### src/sv/i2cts_pkg.sv
// Shared types and codes for the I2C transfer sequencer.
package i2cts_pkg;

  typedef enum logic [2:0] {
    PH_IDLE = 3'd0,
    PH_ADDR = 3'd1,
    PH_ACK  = 3'd2,
    PH_DATA = 3'd3,
    PH_STOP = 3'd4
  } phase_t;

  typedef enum logic [2:0] {
    ST_PENDING = 3'd0,
    ST_MOVED   = 3'd1,
    ST_DONE    = 3'd2,
    ST_IOERR   = 3'd3,
    ST_STOPRX  = 3'd4,
    ST_INVALID = 3'd5
  } status_t;

  localparam logic ROLE_MASTER = 1'b0;
  localparam logic ROLE_SLAVE  = 1'b1;

  localparam logic CFG_ROLE   = 1'b0;
  localparam logic CFG_TARGET = 1'b1;

  localparam logic CMD_WRITE = 1'b0;
  localparam logic CMD_READ  = 1'b1;

  typedef struct packed {
    logic        command;
    logic        bus_busy;
    logic        start_sent;
    logic        addr_matched;
    logic        ack_error;
    logic        tx_empty;
    logic        rx_full;
    logic        byte_finished;
    logic        stop_seen;
    logic [7:0]  data_in;
    logic [7:0]  tx_byte;
    logic [15:0] remaining;
  } item_t;

  typedef struct packed {
    status_t    status;
    logic       issue_start;
    logic       issue_stop;
    logic       write_valid;
    logic [7:0] data_out;
    logic       ack_on;
    logic       ack_off;
    logic       clear_ack_error;
    logic       clear_stop_flag;
    logic       read_valid;
    logic [7:0] read_byte;
  } result_t;

endpackage

### src/sv/i2c_transfer_sequencer.sv
// Top level of the I2C transfer sequencer: config registers and stage wiring.
//
//  channel | direction | handshake        | word
//  in_     | input     | in_valid/stall   | one status poll with command and bytes
//  out_    | output    | out_valid/stall  | status and control actions for one poll
//  cfg_    | input     | cfg_valid/ready  | register index and data
//
// A poll passes from acceptance to result through the input register, then
// decision logic on the phase register into the result register.
// One word per cycle sustained; in_stall rises only when both stages are full
// and out_stall is high. Synchronous reset clears both stages, phase (idle),
// role (master) and target address (zero). cfg_ready is always high.
module i2c_transfer_sequencer (
  input  logic        clk,
  input  logic        rst_n,
  input  logic        in_valid,
  output logic        in_stall,
  input  logic        in_command,
  input  logic        in_bus_busy,
  input  logic        in_start_sent,
  input  logic        in_addr_matched,
  input  logic        in_ack_error,
  input  logic        in_tx_empty,
  input  logic        in_rx_full,
  input  logic        in_byte_finished,
  input  logic        in_stop_seen,
  input  logic [7:0]  in_data_in,
  input  logic [7:0]  in_tx_byte,
  input  logic [15:0] in_remaining,
  output logic        out_valid,
  input  logic        out_stall,
  output logic [2:0]  out_status,
  output logic        out_issue_start,
  output logic        out_issue_stop,
  output logic        out_write_valid,
  output logic [7:0]  out_data_out,
  output logic        out_ack_on,
  output logic        out_ack_off,
  output logic        out_clear_ack_error,
  output logic        out_clear_stop_flag,
  output logic        out_read_valid,
  output logic [7:0]  out_read_byte,
  input  logic        cfg_valid,
  output logic        cfg_ready,
  input  logic        cfg_index,
  input  logic [6:0]  cfg_data
);
  import i2cts_pkg::*;

  logic       role_r;
  logic [6:0] target_r;
  item_t      in_item, held_item;
  logic       held_valid, out_free, fire;
  result_t    core_res, out_res;

  assign cfg_ready = 1'b1;

  always_ff @(posedge clk) begin
    if (!rst_n) begin
      role_r   <= ROLE_MASTER;
      target_r <= 7'd0;
    end else if (cfg_valid && cfg_ready) begin
      case (cfg_index)
        CFG_ROLE:   role_r   <= cfg_data[0];
        CFG_TARGET: target_r <= cfg_data;
        default:    role_r   <= role_r;
      endcase
    end
  end

  always_comb begin
    in_item.command       = in_command;
    in_item.bus_busy      = in_bus_busy;
    in_item.start_sent    = in_start_sent;
    in_item.addr_matched  = in_addr_matched;
    in_item.ack_error     = in_ack_error;
    in_item.tx_empty      = in_tx_empty;
    in_item.rx_full       = in_rx_full;
    in_item.byte_finished = in_byte_finished;
    in_item.stop_seen     = in_stop_seen;
    in_item.data_in       = in_data_in;
    in_item.tx_byte       = in_tx_byte;
    in_item.remaining     = in_remaining;
  end

  assign fire = held_valid && out_free;

  i2cts_in_stage u_in (
    .clk        (clk),
    .rst_n      (rst_n),
    .in_valid   (in_valid),
    .in_stall   (in_stall),
    .in_item    (in_item),
    .take       (fire),
    .held_valid (held_valid),
    .held_item  (held_item)
  );

  i2cts_core u_core (
    .clk            (clk),
    .rst_n          (rst_n),
    .fire           (fire),
    .role           (role_r),
    .target_address (target_r),
    .item           (held_item),
    .res            (core_res)
  );

  i2cts_out_stage u_out (
    .clk       (clk),
    .rst_n     (rst_n),
    .load      (fire),
    .res_in    (core_res),
    .free      (out_free),
    .out_valid (out_valid),
    .out_stall (out_stall),
    .res_out   (out_res)
  );

  assign out_status          = out_res.status;
  assign out_issue_start     = out_res.issue_start;
  assign out_issue_stop      = out_res.issue_stop;
  assign out_write_valid     = out_res.write_valid;
  assign out_data_out        = out_res.data_out;
  assign out_ack_on          = out_res.ack_on;
  assign out_ack_off         = out_res.ack_off;
  assign out_clear_ack_error = out_res.clear_ack_error;
  assign out_clear_stop_flag = out_res.clear_stop_flag;
  assign out_read_valid      = out_res.read_valid;
  assign out_read_byte       = out_res.read_byte;
endmodule

### src/sv/i2cts_in_stage.sv
// Input register stage: holds one poll word until the decision stage takes it.
module i2cts_in_stage (
  input  logic           clk,
  input  logic           rst_n,
  input  logic           in_valid,
  output logic           in_stall,
  input  i2cts_pkg::item_t in_item,
  input  logic           take,
  output logic           held_valid,
  output i2cts_pkg::item_t held_item
);
  import i2cts_pkg::*;

  logic  vld_r, vld_nxt;
  item_t item_r;
  logic  load;

  assign in_stall = vld_r && !take;
  assign load     = in_valid && !in_stall;

  always_comb begin
    vld_nxt = vld_r;
    if (load) begin
      vld_nxt = 1'b1;
    end else if (take) begin
      vld_nxt = 1'b0;
    end
  end

  always_ff @(posedge clk) begin
    if (!rst_n) begin
      vld_r <= 1'b0;
    end else begin
      vld_r <= vld_nxt;
    end
  end

  always_ff @(posedge clk) begin
    if (load) begin
      item_r <= in_item;
    end
  end

  assign held_valid = vld_r;
  assign held_item  = item_r;
endmodule

### src/sv/i2cts_core.sv
// Phase register and per-poll decision logic.
module i2cts_core (
  input  logic               clk,
  input  logic               rst_n,
  input  logic               fire,
  input  logic               role,
  input  logic [6:0]         target_address,
  input  i2cts_pkg::item_t   item,
  output i2cts_pkg::result_t res
);
  import i2cts_pkg::*;

  phase_t phase_r, phase_nxt;
  logic   rem_one, rem_two;

  assign rem_one = (item.remaining == 16'd1);
  assign rem_two = (item.remaining == 16'd2);

  always_comb begin
    res       = '0;
    res.status = ST_PENDING;
    phase_nxt = phase_r;
    if (item.remaining == 16'd0) begin
      res.status = ST_INVALID;
    end else if (role == ROLE_MASTER) begin
      case (phase_r)
        PH_IDLE: begin
          if (!item.bus_busy) begin
            res.issue_start = 1'b1;
            phase_nxt = PH_ADDR;
          end
        end
        PH_ADDR: begin
          if (item.start_sent) begin
            res.write_valid = 1'b1;
            res.data_out    = {target_address, item.command};
            res.ack_on      = (item.command == CMD_READ);
            res.ack_off     = (item.command == CMD_WRITE);
            phase_nxt = PH_ACK;
          end
        end
        PH_ACK: begin
          if (item.addr_matched) begin
            phase_nxt = PH_DATA;
          end else if (item.ack_error) begin
            res.clear_ack_error = 1'b1;
            res.status = ST_IOERR;
            phase_nxt = PH_IDLE;
          end
        end
        PH_DATA: begin
          if (item.command == CMD_READ) begin
            if (item.rx_full) begin
              res.ack_off    = rem_two;
              res.read_valid = 1'b1;
              res.read_byte  = item.data_in;
              if (rem_one) begin
                phase_nxt = PH_STOP;
              end else begin
                res.status = ST_MOVED;
              end
            end
          end else if (item.tx_empty) begin
            res.write_valid = 1'b1;
            res.data_out    = item.tx_byte;
            if (rem_one) begin
              phase_nxt = PH_STOP;
            end else begin
              res.status = ST_MOVED;
            end
          end
        end
        PH_STOP: begin
          if (item.byte_finished) begin
            res.issue_stop = 1'b1;
            res.status = ST_DONE;
            phase_nxt = PH_IDLE;
          end
        end
        default: begin
          res.status = ST_IOERR;
        end
      endcase
    end else begin
      case (phase_r)
        PH_IDLE: begin
          if (item.addr_matched) begin
            phase_nxt = PH_DATA;
          end
        end
        PH_DATA: begin
          if (item.command == CMD_READ) begin
            if (item.rx_full) begin
              if (item.stop_seen) begin
                res.clear_stop_flag = 1'b1;
                res.status = ST_STOPRX;
                phase_nxt = PH_IDLE;
              end else begin
                res.read_valid = 1'b1;
                res.read_byte  = item.data_in;
                res.status = ST_MOVED;
              end
            end
          end else if (item.tx_empty) begin
            res.write_valid = 1'b1;
            res.data_out    = item.tx_byte;
            if (rem_one) begin
              phase_nxt = PH_STOP;
            end else begin
              res.status = ST_MOVED;
            end
          end
        end
        PH_STOP: begin
          if (item.command == CMD_READ) begin
            res.status = ST_IOERR;
          end else if (item.ack_error) begin
            res.clear_ack_error = 1'b1;
            res.status = ST_DONE;
            phase_nxt = PH_IDLE;
          end
        end
        default: begin
          res.status = ST_IOERR;
        end
      endcase
    end
  end

  always_ff @(posedge clk) begin
    if (!rst_n) begin
      phase_r <= PH_IDLE;
    end else if (fire) begin
      phase_r <= phase_nxt;
    end
  end
endmodule

### src/sv/i2cts_out_stage.sv
// Result register stage toward the output channel.
module i2cts_out_stage (
  input  logic                clk,
  input  logic                rst_n,
  input  logic                load,
  input  i2cts_pkg::result_t  res_in,
  output logic                free,
  output logic                out_valid,
  input  logic                out_stall,
  output i2cts_pkg::result_t  res_out
);
  import i2cts_pkg::*;

  logic    vld_r, vld_nxt;
  result_t res_r;

  assign free = !vld_r || !out_stall;

  always_comb begin
    vld_nxt = vld_r;
    if (load) begin
      vld_nxt = 1'b1;
    end else if (!out_stall) begin
      vld_nxt = 1'b0;
    end
  end

  always_ff @(posedge clk) begin
    if (!rst_n) begin
      vld_r <= 1'b0;
    end else begin
      vld_r <= vld_nxt;
    end
  end

  always_ff @(posedge clk) begin
    if (load) begin
      res_r <= res_in;
    end
  end

  assign out_valid = vld_r;
  assign res_out   = res_r;
endmodule
### config.mk
export PLATFORM = sky130hd
export DESIGN_NAME = i2c_transfer_sequencer
export DESIGN_NICKNAME = d
export VERILOG_FILES = /design/src/sv/i2cts_pkg.sv /design/src/sv/i2c_transfer_sequencer.sv /design/src/sv/i2cts_in_stage.sv /design/src/sv/i2cts_core.sv /design/src/sv/i2cts_out_stage.sv
export SDC_FILE = /design/constraint.sdc
export NUM_CORES = 1
export LEC_CHECK = 0
export BUFFER_PORTS_ARGS = -buffer_cell sky130_fd_sc_hd__buf_2
export CORE_MARGIN = 5
export CORE_UTILIZATION = 46
export CTS_BUF_LIST = sky130_fd_sc_hd__clkbuf_8
export DETAILED_ROUTE_END_ITERATION = 16
export GPL_TIMING_DRIVEN = 0
export MAX_ROUTING_LAYER = met4
export PLACE_DENSITY = 0.71
export SETUP_SLACK_MARGIN = 0.02
export SLEW_MARGIN = 20
export SYNTH_ARGS = -nofsm -noshare
export SYNTH_HDL_FRONTEND = slang
export SYNTH_SLANG_ARGS = --single-unit
### constraint.sdc
create_clock -name clk -period 7.3 [get_ports clk]
set_clock_uncertainty 0.2 [all_clocks]
set_input_delay 0.73 -clock clk [delete_from_list [all_inputs] [get_ports clk]]
set_output_delay 0.73 -clock clk [all_outputs]
set_load 0.005 [all_outputs]
==> run metrics <==
Critical Path RT=7.16 ns; internal power=796 uW; routed vias/inst=5.09; final core utilization=59.4%; Yosys warnings=0; status=completed; total grt overflow=0; cell accounting for the most synthesized area=edfxtp_1; CTS root buf=clkbuf_8; Rel. slew slack=33.7%; hold path depth=2; DR pass1 iterations=4; Total GRT Usage=15.8%; first-pass GRT wire length=10200 microns; average wire per cell in the routed design=14.7 microns; Hold Crit Start=target_r[2]$_SDFFE_PN0P_; Worst Setup Path Type=register to register; FF-to-FF path depth=4; CP max stage delay=0.69 ns; Die Span X=94.3 microns; clk sinks=81; n_diodes=0; register area share after synthesis=70.4%; Resize count post-CTS=0; hold_buf cts=0; Fmax=436 MHz; # rows=30; die area=8890 sq um; initial antenna violation count=0; worst vdd ir=0.160 mV; sequential share of power=52.3%; Die H=94.3 microns; Post-Syn Nets=300; top-count cell post-synth=edfxtp_1; vias in the first global route=2173; initial core utilization=47.6%; dpl cell area=3820 sq um; dpl hpwl=4540 microns; Slew Limit Fails=0; ys async rst share=0%; Non-Filler Instances=439; Worst setup EP type=register; predominant post-synthesis flop cell=edfxtp_1; post-synth cell types=49; R2R setup slack=5.01 ns; most used cell, CP=nor3_1; DRT antenna net count=0; H-tree levels=3; Tot Pwr=1.03 mW; pwr/cell area=252 nW/um^2; Sw Ratio=22.6%; share of cells above drive strength 1=32.9%; final instance area=4080 sq um; I/O pin count=84; Startpoint Class=register; Netlist Area Pre-Place=3270 sq um; Initial DRC Count=162; Clk pin slew, worst setup/hold paths=0.08 ns; P_leak=1.54 nW; vias=2236; clock network power share=39.7%; top cells by area, synth=edfxtp_1 (62%), dfxtp_1 (8.0%), nor2_1 (2.8%); Post-synth EDFFs=68; area of the core=6870 sq um; Worst Hold Path EP=target_r[2]$_SDFFE_PN0P_; CP arrival=2.16 ns; largest net degree at the start of global routing=28; final setup TNS=0 ns; top cell type's share of synthesized area=62.5%; HP Class=register to register; worst path cell trace=nor4_2 > nand4_1 > nor3_1 > nor3_1; number of synthesized register bits=81; area grow syn2layout=24.8%; TritonCTS clock tree=built; cts bufs inserted=9; part of the power in combinational logic=7.9%; Worst-Margin Slew=0.993 ns; # DRC=0; nets=392; period utilization=31.4%; clock latency on the worst-skew pair=0.35 ns; final setup fails=0; RSZ-0062 raised after global routing=no; Max Cap Viol=0; Synth Instances=246; Net Switching=232 uW; CTS Buffer Depth=2; dpl cells=423; most frequent cells after synthesis=edfxtp_1 (68), nor2_1 (24), nand2_1 (21); I/O Buffers=80; RePlAce Congestion=0.871; Hold Fails Final Rpt=0; Post-CTS Repair Setup Buffers=0; fin crit period=2.29 ns; worst-path fanout max=6; Worst R2R End=u_out.res_out[25]$_SDFFCE_PP0P_; reg-to-reg critical path startpoint=u_in.held_item[7]$_DFFE_PP_; Avg Cell Area, Syn=13.3 sq um; Slowest cell on crit path=nor3_1; overall routed net length=6450 microns
## metal layers
| layer | track usage (%) | vias to the layer above | wire (microns) |
|---|---|---|---|
| met2 | 23.8 | 90 | 3160 |
| met5 | - | - | 0 |
| met1 | 19.7 | 1021 | 2710 |
| li1 | - | 1115 | - |
| met3 | 5.45 | 10 | 491 |
| met4 | 6.02 | 0 | 96 |
## state kept, by name, indices dropped and copies added (netlist names)
signal,flops
role_r,1
u_out.res_out,27
u_out.out_valid,1
u_in.held_valid,1
u_in.held_item,41
u_core.phase_r,3
target_r,7
## power groups by stage
stage	Clock, mW	Sequential, mW	Combinational [mW]
2_1_floorplan	0	0.548	0.0467
3_3_place_gp	0	0.549	0.0777
3_5_place_dp	0	0.549	0.0819
4_1_cts	0.413	0.538	0.0822
5_1_grt	0.435	0.541	0.0909
6_report	0.409	0.538	0.0814
## final cells by class
type	count	area, sq um
timing repair buffer	81	428
tap	96	120
buffer	11	58.8
clock inverter	7	133
sequential	81	2300
multi-input combinational	149	897
fill	565	2790
inverter	5	18.8
clock buffer	9	124
## how the worst max path moves through the flow
stage                                 startpoint                         endpoint  slack [ns]  depth (start not counted)
floorplan                              out_stall      u_in.held_item[0]$_DFFE_PP_        3.87                          2
global placement                       out_stall     u_in.held_item[26]$_DFFE_PP_        2.99                          3
detailed placement                     out_stall  u_out.res_out[25]$_SDFFCE_PP0P_        4.92                          4
CTS                  u_in.held_item[7]$_DFFE_PP_  u_out.res_out[25]$_SDFFCE_PP0P_        4.98                          4
global route        u_in.held_item[13]$_DFFE_PP_  u_out.res_out[25]$_SDFFCE_PP0P_        4.78                          4
finish               u_in.held_item[7]$_DFFE_PP_  u_out.res_out[25]$_SDFFCE_PP0P_        5.01                          4
## metrics by stage
stage	setup WS, ns	hold WS (ns)
after floorplan	3.87	0.236
after global placement	2.99	0.242
after detailed placement	4.92	0.246
after CTS	4.98	0.257
after global routing	4.78	0.288
final	5.01	0.258
## placed cells by master, fill, tap and decap left out, types with 5 or more instances in the layout
master and instances:
inv_1 5, a22oi_1 8, nor3_1 7, edfxtp_1 68, and2_1 9, dfxtp_1 13
a21oi_1 14, nand2_1 21, nand3_1 10, buf_2 82, o21ai_0 6, clkbuf_1 5
nor2_1 24, clkbuf_8 9
## critical path, delay by kind of cell (launching register included)
family / cells / cell delay, ns
and+or+nand+nor: 4 / 1.42
DFF: 1 / 0.38
## cell families after synthesis
| kind of cell | Yosys count | synth area share, % |
|---|---|---|
| buffers and inverters | 16 | 2.37 |
| muxes | 1 | 0.306 |
| DFF | 81 | 70.4 |
| AOI/OAI and AO/OA | 51 | 11.2 |
| and+or+nand+nor | 96 | 15.6 |
| other | 1 | 0.115 |
(Power assumes the default switching activity.)
